<file path="config.mk">
export PLATFORM = sky130hd
export DESIGN_NAME = rpn_stack_evaluator
export DESIGN_NICKNAME = d
export VERILOG_FILES = /design/src/rtl/rpn_pkg.sv /design/src/rtl/rpn_stack_evaluator.sv /design/src/rtl/rpn_ram.sv /design/src/rtl/rpn_alu.sv
export SDC_FILE = /design/constraint.sdc
export NUM_CORES = 2
export LEC_CHECK = 0
export BUFFER_PORTS_ARGS = -buffer_cell sky130_fd_sc_hd__buf_2
export CAP_MARGIN = 30
export CORE_UTILIZATION = 37
export DETAILED_ROUTE_END_ITERATION = 6
export RECOVER_POWER = 50
export SETUP_SLACK_MARGIN = 0.15
export SLEW_MARGIN = 15
export SYNTH_ARGS = -nofsm -noshare
export SYNTH_HDL_FRONTEND = slang
export SYNTH_SLANG_ARGS = --single-unit
</file>
<file path="constraint.sdc">
create_clock -name clk -period 9.85 [get_ports clk]
set_clock_uncertainty 0.05 [all_clocks]
set_input_delay 2.4625 -clock clk [delete_from_list [all_inputs] [get_ports clk]]
set_output_delay 2.4625 -clock clk [all_outputs]
set_load 0.01 [all_outputs]
</file>
<file path="src/rtl/rpn_pkg.sv">
`timescale 1ns / 1ps
// ----------------------------------------------------------------------------
// rpn_pkg: shared definitions for the RPN stack evaluator
// Token codes, status codes, stack sizing and the ALU request/response types.
// ----------------------------------------------------------------------------
package rpn_pkg;

    localparam int WORD_W      = 32;
    localparam int STACK_DEPTH = 16;
    localparam int ADDR_W      = $clog2(STACK_DEPTH);
    localparam int CNT_W       = $clog2(STACK_DEPTH + 1);
    localparam int STEP_W      = $clog2(WORD_W);

    // token codes
    localparam logic [2:0] FN_PUSH   = 3'd0;
    localparam logic [2:0] FN_ADD    = 3'd1;
    localparam logic [2:0] FN_SUB    = 3'd2;
    localparam logic [2:0] FN_MUL    = 3'd3;
    localparam logic [2:0] FN_DIV    = 3'd4;
    localparam logic [2:0] FN_FINISH = 3'd5;

    // status codes
    localparam logic [2:0] ST_OK      = 3'd0;
    localparam logic [2:0] ST_FEW     = 3'd1;
    localparam logic [2:0] ST_DIVZERO = 3'd2;
    localparam logic [2:0] ST_FULL    = 3'd3;
    localparam logic [2:0] ST_DEPTH   = 3'd4;
    localparam logic [2:0] ST_BADOP   = 3'd5;

    typedef struct packed {
        logic              start;
        logic [2:0]        op;
        logic [WORD_W-1:0] a;
        logic [WORD_W-1:0] b;
    } alu_req_t;

    typedef struct packed {
        logic              done;
        logic [WORD_W-1:0] result;
    } alu_rsp_t;

endpackage

</file>
<file path="src/rtl/rpn_stack_evaluator.sv">
`timescale 1ns / 1ps
// ----------------------------------------------------------------------------
// rpn_stack_evaluator: integer reverse Polish expression evaluator
// Takes one token per request, keeps an operand stack and answers every
// token with one result (status, and the value on a finish token).
// ----------------------------------------------------------------------------
//
//  Channel   Handshake              Payload
//  -------   --------------------   ------------------------------
//  input     in_valid / in_ready    func, operand_value
//  output    out_valid / out_ready  answer, status, is_final
//
//  Steps: push, finish, error and bad-operator tokens answer from idle.
//  Add, sub and mul run stack read, ALU launch, then ALU result with
//  write-back; div runs stack read, ALU launch, the shared ALU's
//  one-bit-a-cycle restoring divider over 32 quotient bits, a sign-fix
//  step and write-back.
//  Reset clears the depth, the sticky error and the sequencer; stack
//  contents are not cleared, since only written entries are ever read.
//  A new request is taken only while the sequencer is idle and the result
//  register is empty or being drained in the same cycle.
//
module rpn_stack_evaluator (
    input  logic                      clk,
    input  logic                      rst_n,
    input  logic                      in_valid,
    output logic                      in_ready,
    input  logic [2:0]                func,
    input  logic signed [31:0]        operand_value,
    output logic                      out_valid,
    input  logic                      out_ready,
    output logic signed [31:0]        answer,
    output logic [2:0]                status,
    output logic                      is_final
);
    import rpn_pkg::*;

    // sequencer states
    localparam logic [1:0] S_IDLE = 2'd0;   // wait for a request
    localparam logic [1:0] S_EXEC = 2'd1;   // second operand is out of RAM
    localparam logic [1:0] S_WAIT = 2'd2;   // ALU busy

    logic [1:0]        state_reg, state_next;
    logic [CNT_W-1:0]  depth_reg, depth_next;
    logic [2:0]        err_reg, err_next;
    logic [WORD_W-1:0] top_reg, top_next;     // top of stack lives here
    logic [2:0]        op_reg, op_next;
    logic              out_valid_reg, out_valid_next;
    logic [WORD_W-1:0] answer_reg, answer_next;
    logic [2:0]        status_reg, status_next;
    logic              final_reg, final_next;

    logic              accept;
    logic              ram_we, ram_re;
    logic [ADDR_W-1:0] wr_addr, rd_addr;
    logic [WORD_W-1:0] rd_data;
    alu_req_t          alu_req;
    alu_rsp_t          alu_rsp;

    // the RAM holds every entry below the top; entry k sits at address k
    assign wr_addr = ADDR_W'(depth_reg - CNT_W'(1));
    assign rd_addr = ADDR_W'(depth_reg - CNT_W'(2));

    assign in_ready = (state_reg == S_IDLE) && (!out_valid_reg || out_ready);
    assign accept   = in_valid && in_ready;

    rpn_ram #(
        .WIDTH (WORD_W),
        .DEPTH (STACK_DEPTH)
    ) u_stack (
        .clk     (clk),
        .wr_en   (ram_we),
        .wr_addr (wr_addr),
        .wr_data (top_reg),
        .rd_en   (ram_re),
        .rd_addr (rd_addr),
        .rd_data (rd_data)
    );

    rpn_alu u_alu (
        .clk   (clk),
        .rst_n (rst_n),
        .req   (alu_req),
        .rsp   (alu_rsp)
    );

    always_comb
    begin
        state_next     = state_reg;
        depth_next     = depth_reg;
        err_next       = err_reg;
        top_next       = top_reg;
        op_next        = op_reg;
        out_valid_next = out_valid_reg && !out_ready;
        answer_next    = answer_reg;
        status_next    = status_reg;
        final_next     = final_reg;
        ram_we         = 1'b0;
        ram_re         = 1'b0;
        alu_req.start  = 1'b0;
        alu_req.op     = op_reg;
        alu_req.a      = rd_data;
        alu_req.b      = top_reg;

        unique case (state_reg)
            S_IDLE:
            begin
                if (accept)
                begin
                    // most tokens answer at once; operators clear this below
                    out_valid_next = 1'b1;
                    answer_next    = '0;
                    final_next     = 1'b0;
                    if (func == FN_FINISH)
                    begin
                        final_next = 1'b1;
                        if (err_reg != ST_OK)
                        begin
                            status_next = err_reg;
                        end
                        else if (depth_reg != CNT_W'(1))
                        begin
                            status_next = ST_DEPTH;
                        end
                        else
                        begin
                            status_next = ST_OK;
                            answer_next = top_reg;
                        end
                        depth_next = '0;
                        err_next   = ST_OK;
                    end
                    else if (err_reg != ST_OK)
                    begin
                        // error pending: hold the stack, repeat the error
                        status_next = err_reg;
                    end
                    else
                    begin
                        status_next = ST_OK;
                        case (func) inside
                            FN_PUSH:
                            begin
                                if (depth_reg == CNT_W'(STACK_DEPTH))
                                begin
                                    err_next    = ST_FULL;
                                    status_next = ST_FULL;
                                end
                                else
                                begin
                                    // spill the old top into the RAM
                                    ram_we     = (depth_reg != '0);
                                    top_next   = operand_value;
                                    depth_next = depth_reg + CNT_W'(1);
                                end
                            end
                            FN_ADD, FN_SUB, FN_MUL, FN_DIV:
                            begin
                                if (depth_reg < CNT_W'(2))
                                begin
                                    err_next    = ST_FEW;
                                    status_next = ST_FEW;
                                end
                                else if (func == FN_DIV && top_reg == '0)
                                begin
                                    err_next    = ST_DIVZERO;
                                    status_next = ST_DIVZERO;
                                end
                                else
                                begin
                                    // fetch second-from-top, answer later
                                    out_valid_next = 1'b0;
                                    ram_re         = 1'b1;
                                    op_next        = func;
                                    state_next     = S_EXEC;
                                end
                            end
                            default:
                            begin
                                err_next    = ST_BADOP;
                                status_next = ST_BADOP;
                            end
                        endcase
                    end
                end
            end
            S_EXEC:
            begin
                alu_req.start = 1'b1;
                state_next    = S_WAIT;
            end
            S_WAIT:
            begin
                if (alu_rsp.done)
                begin
                    // drop the popped operand, the result becomes the top
                    top_next       = alu_rsp.result;
                    depth_next     = depth_reg - CNT_W'(1);
                    out_valid_next = 1'b1;
                    answer_next    = '0;
                    status_next    = ST_OK;
                    final_next     = 1'b0;
                    state_next     = S_IDLE;
                end
            end
            default:
            begin
                state_next = S_IDLE;
            end
        endcase
    end

    always_ff @(posedge clk or negedge rst_n)
    begin
        if (!rst_n)
        begin
            state_reg     <= S_IDLE;
            depth_reg     <= '0;
            err_reg       <= ST_OK;
            out_valid_reg <= 1'b0;
        end
        else
        begin
            state_reg     <= state_next;
            depth_reg     <= depth_next;
            err_reg       <= err_next;
            out_valid_reg <= out_valid_next;
        end
    end

    always_ff @(posedge clk)
    begin
        top_reg    <= top_next;
        op_reg     <= op_next;
        answer_reg <= answer_next;
        status_reg <= status_next;
        final_reg  <= final_next;
    end

    assign out_valid = out_valid_reg;
    assign answer    = answer_reg;
    assign status    = status_reg;
    assign is_final  = final_reg;

endmodule

</file>
<file path="src/rtl/rpn_ram.sv">
`timescale 1ns / 1ps
// ----------------------------------------------------------------------------
// rpn_ram: generic single-write, single-read RAM
// One write port, one read port with registered read data.
// ----------------------------------------------------------------------------
module rpn_ram #(
    parameter int WIDTH = 32,
    parameter int DEPTH = 16
) (
    input  logic                     clk,
    input  logic                     wr_en,
    input  logic [$clog2(DEPTH)-1:0] wr_addr,
    input  logic [WIDTH-1:0]         wr_data,
    input  logic                     rd_en,
    input  logic [$clog2(DEPTH)-1:0] rd_addr,
    output logic [WIDTH-1:0]         rd_data
);

    logic [WIDTH-1:0] mem [DEPTH];

    always_ff @(posedge clk)
    begin
        if (wr_en)
        begin
            mem[wr_addr] <= wr_data;
        end
        if (rd_en)
        begin
            rd_data <= mem[rd_addr];
        end
    end

endmodule

</file>
<file path="src/rtl/rpn_alu.sv">
`timescale 1ns / 1ps
// ----------------------------------------------------------------------------
// rpn_alu: shared arithmetic unit
// Add, sub and mul finish in the cycle after start; div runs a restoring
// divider over magnitudes, one quotient bit a cycle, then fixes the sign.
// ----------------------------------------------------------------------------
module rpn_alu (
    input  logic              clk,
    input  logic              rst_n,
    input  rpn_pkg::alu_req_t req,
    output rpn_pkg::alu_rsp_t rsp
);
    import rpn_pkg::*;

    localparam logic [1:0] A_IDLE = 2'd0;
    localparam logic [1:0] A_DIV  = 2'd1;
    localparam logic [1:0] A_FIX  = 2'd2;

    logic [1:0]        state_reg, state_next;
    logic [STEP_W-1:0] step_reg, step_next;
    logic              done_reg, done_next;
    logic [WORD_W-1:0] rem_reg, rem_next;
    logic [WORD_W-1:0] quo_reg, quo_next;
    logic [WORD_W-1:0] dvs_reg, dvs_next;
    logic              neg_reg, neg_next;
    logic [WORD_W-1:0] result_reg, result_next;

    logic [WORD_W:0]   shifted;
    logic [WORD_W+1:0] diff;
    logic              borrow;
    logic [WORD_W-1:0] mag_a, mag_b;

    assign mag_a   = req.a[WORD_W-1] ? (~req.a + WORD_W'(1)) : req.a;
    assign mag_b   = req.b[WORD_W-1] ? (~req.b + WORD_W'(1)) : req.b;
    assign shifted = {rem_reg, quo_reg[WORD_W-1]};
    assign diff    = {1'b0, shifted} - {2'b00, dvs_reg};
    assign borrow  = diff[WORD_W+1];

    always_comb
    begin
        state_next  = state_reg;
        step_next   = step_reg;
        done_next   = 1'b0;
        rem_next    = rem_reg;
        quo_next    = quo_reg;
        dvs_next    = dvs_reg;
        neg_next    = neg_reg;
        result_next = result_reg;
        unique case (state_reg)
            A_IDLE:
            begin
                if (req.start)
                begin
                    if (req.op == FN_DIV)
                    begin
                        rem_next   = '0;
                        quo_next   = mag_a;
                        dvs_next   = mag_b;
                        neg_next   = req.a[WORD_W-1] ^ req.b[WORD_W-1];
                        step_next  = '0;
                        state_next = A_DIV;
                    end
                    else
                    begin
                        case (req.op)
                            FN_ADD:  result_next = req.a + req.b;
                            FN_SUB:  result_next = req.a - req.b;
                            default: result_next = req.a * req.b;
                        endcase
                        done_next = 1'b1;
                    end
                end
            end
            A_DIV:
            begin
                // restoring step: keep the difference unless it borrowed
                rem_next  = borrow ? shifted[WORD_W-1:0] : diff[WORD_W-1:0];
                quo_next  = {quo_reg[WORD_W-2:0], ~borrow};
                step_next = step_reg + STEP_W'(1);
                if (step_reg == STEP_W'(WORD_W - 1))
                begin
                    state_next = A_FIX;
                end
            end
            A_FIX:
            begin
                result_next = neg_reg ? (~quo_reg + WORD_W'(1)) : quo_reg;
                done_next   = 1'b1;
                state_next  = A_IDLE;
            end
            default:
            begin
                state_next = A_IDLE;
            end
        endcase
    end

    always_ff @(posedge clk or negedge rst_n)
    begin
        if (!rst_n)
        begin
            state_reg <= A_IDLE;
            done_reg  <= 1'b0;
        end
        else
        begin
            state_reg <= state_next;
            done_reg  <= done_next;
        end
    end

    always_ff @(posedge clk)
    begin
        step_reg   <= step_next;
        rem_reg    <= rem_next;
        quo_reg    <= quo_next;
        dvs_reg    <= dvs_next;
        neg_reg    <= neg_next;
        result_reg <= result_next;
    end

    assign rsp.done   = done_reg;
    assign rsp.result = result_reg;

endmodule

</file>
==> impl_metrics.py <==
metrics = {
    "outcome": {
        "status": "finished, violations left",
        "violations": "max-capacitance violations, max-slew violations",
    },
    "hold_path": {
        "min_path_type": "reg -> reg",
        "hold_start": "u_alu.result_reg[4]",
    },
    "cts": {
        "clk_pin_slew_ns": 0.06,
        "clock_path_buffers": 3,
        "cts-root-buf": "clkbuf_16",
        "cts_setup_buffers": 0,
        "cts.sinks": 763,
        "postCtsHoldBufs": 0,
        "htreeDepth": 3,
        "cts_resized": 0,
        "cts_buffers": 82,
        "tritoncts": "done",
        "clk_latency_ns": 0.70,
    },
    "run": {
        "timing.max_cap.violations": 20,
    },
    "global_routing": {
        "antenna_found_initial": 8,
        "met2_usage_pct": 35.2,
        "grt_use_met3_pct": 4.00,
        "track_usage_pct": 22.1,
        "met1_usage_pct": 30.4,
        "grt_max_degree": 67,
        "grt_pass1_vias": 33300,
        "grt_pass1_wl_um": 223000,
        "globalRoute.busiestLayer": "met2",
        "grt.overflow.total": 0,
    },
    "sta": {
        "hold_viol": 0,
        "finalCritPeriodShare_pct": 88.9,
        "finalMaxSlewViolations": 644,
        "period_minus_slack_ns": 8.76,
        "finalSetupViolations": 0,
        "tightest_slew_ns": 3.56,
        "rsz0062_at_grt": "false",
        "fmax_mhz": 114,
        "setup-tns-final_ns": 0,
        "slew_headroom_pct": -137,
    },
    "synth": {
        "synth_area_leaders": "edfxtp_1 44%, fa_1 16%, mux4_2 7.1%",
        "synth.most_common_cell": "edfxtp_1",
        "netlist.area_leader.share_pct": 44.4,
        "yosys_warnings": 0,
        "syn_area_per_cell_sq_um": 12.4,
        "yosysSeqAreaShare_pct": 45.0,
        "ys_ff_latch": 763,
        "synth_nets": 4731,
        "synth_area_sq_um": 50700,
        "netlist.top_cell.by_area": "edfxtp_1",
        "synth-edff-count": 749,
        "async_flop_share_pct": 1.83,
        "synth_common_cells": "749 x edfxtp_1, 472 x nand2_1, 447 x inv_1",
        "yosysUniqueCellTypes": 69,
        "synth_cells": 4081,
        "ys.flop_type": "edfxtp_1",
    },
    "floorplan": {
        "core-area_sq_um": 136000,
        "start_util_pct": 37.4,
        "die_area_sq_um": 139000,
        "die_w_um": 372,
        "io-pin-count": 77,
        "die_y_um": 372,
        "row_count": 135,
    },
    "placement": {
        "dp_hpwl_um": 102000,
        "place_congestion": 0.930,
        "io_buffers": 76,
    },
    "worst_setup_path": {
        "worstSetupPathType": "reg -> reg",
        "rr_startpoint": "top_reg[9]",
        "required_ns": 10.18,
        "path_delay_family": "adder cells",
        "worst_path_max_delay_cell": "clkbuf_1",
        "r2r_slack_ns": 1.09,
        "path_cells": "clkbuf_1 > nand2_1 > fa_1 > inv_1 > fa_1 > fa_1 > inv_1 > fa_1 > inv_1 > ha_1 > ha_1 > fa_1 > fa_1 > ha_1 > and3_1 > o211ai_1 > o211ai_1 > nand2_1 > o21ai_0 > xnor2_1 > nor2_1 > a211oi_1 > a21oi_1",
        "cpPeakStageDelay_ns": 1.27,
        "cp_max_fo": 27,
        "cpMostUsedCell": "fa_1",
        "worstSetupStartpointType": "flop",
        "crit_start": "top_reg[9]",
        "critPathCaptureType": "flop",
        "worstPathArrival_ns": 9.08,
        "crit_buf_inv": 4,
    },
    "route": {
        "drc": 0,
        "routed_wl_um": 150000,
        "drt_iter0_drc": 3207,
        "via_per_inst": 5.48,
        "vias": 32800,
        "dr.pass1.iters": 5,
        "routedWlPerCell_um": 25.1,
        "postRouteAntennaNets": 0,
    },
    "final_layout": {
        "drive_above_1_share_pct": 11.7,
        "regMostFlops": "u_stack.mem",
        "largest_register_ffs": 512,
        "fillers": 12700,
        "nets": 4783,
        "synthToLayoutAreaGrowth_pct": 10.9,
    },
}
[cell type report]
type                            instances  area (sq um)  share of cell area [%]
Multi-Input combinational cell       2643         25500                    45.4
Sequential cell                       763         22800                    40.6
Tap cell                             1781          2230                    3.96
Clock buffer                          108          2160                    3.84
Inverter                              447          1680                    2.98
Timing Repair Buffer                  196          1230                    2.19
Clock inverter                         45           558                   0.992
Antenna cell                            3          7.51                  0.0133
[final timing paths]
path,to,cells past startpoint
setup reg to reg,u_alu.result_reg[21],23
max in group asynchronous,depth_reg[0],1
hold reg to reg,top_reg[4],2
setup / recovery,u_alu.result_reg[21],23
hold / removal,top_reg[4],2
min in group asynchronous,depth_reg[3],1
[layout by cell type, fill, tap and decap left out, drive strengths merged, types with 10 or more instances in the layout]
cell / instances
clkinv: 31
a211oi: 37
o21a: 22
xor2: 116
nor4: 11
nor3: 26
nor2: 141
o31ai: 36
a21o: 26
nor2b: 18
edfxtp: 749
fa: 410
inv: 452
dfrtp: 14
nand2b: 15
or2: 10
o21ai: 122
or3: 24
mux4: 160
o21bai: 16
a21oi: 108
ha: 201
buf: 156
nand2: 472
o41ai: 14
o211ai: 10
mux2i: 22
xnor2: 141
clkbuf: 148
and2: 348
nand3: 23
[worst min-delay path: stages, from the launching register on]
cell and delay [ns]:
edfxtp_1 0.32, nand2_1 0.04, nand2_1 0.06
[routing by layer]
| metal | wire length, um | share of wire, % |
|---|---|---|
| met5 | 21 | 0.014 |
| met2 | 70400 | 47 |
| met3 | 12000 | 8.0 |
| met4 | 4920 | 3.3 |
| met1 | 63000 | 42 |
[cells by family (layout without fill, tap and decap cells)]
group / after synthesis / after routing / synth area share (%)
mux: 185 / 185 / 7.61
flops: 763 / 763 / 45.0
fa+ha+maj: 611 / 611 / 21.1
compound gates: 462 / 462 / 5.86
buf+inv: 675 / 796 / 5.00
other cells: 0 / 3 / 0
simple gates: 1128 / 1128 / 10.9
xor+xnor: 257 / 257 / 4.44
[through the flow]
stage / area [sq um] / setup WS (ns) / std cells / utilization, % / hold slack (ns)
final: 56300 / 1.09 / 5986 / 41.5 / 0.457
after global routing: 56200 / 0.751 / 5983 / 41.5 / 0.485
after CTS: 56400 / 1.81 / 5981 / 41.6 / 0.461
after detailed placement: 53700 / 1.83 / 5828 / 39.6 / 0.445
after global placement: 53500 / 1.90 / 5819 / 39.5 / 0.441
after floorplan: 50700 / 2.37 / 4081 / - / 0.404
Power is not shown: default switching activity piles up to over one toggle a cycle in this logic, so the estimate is an artifact.
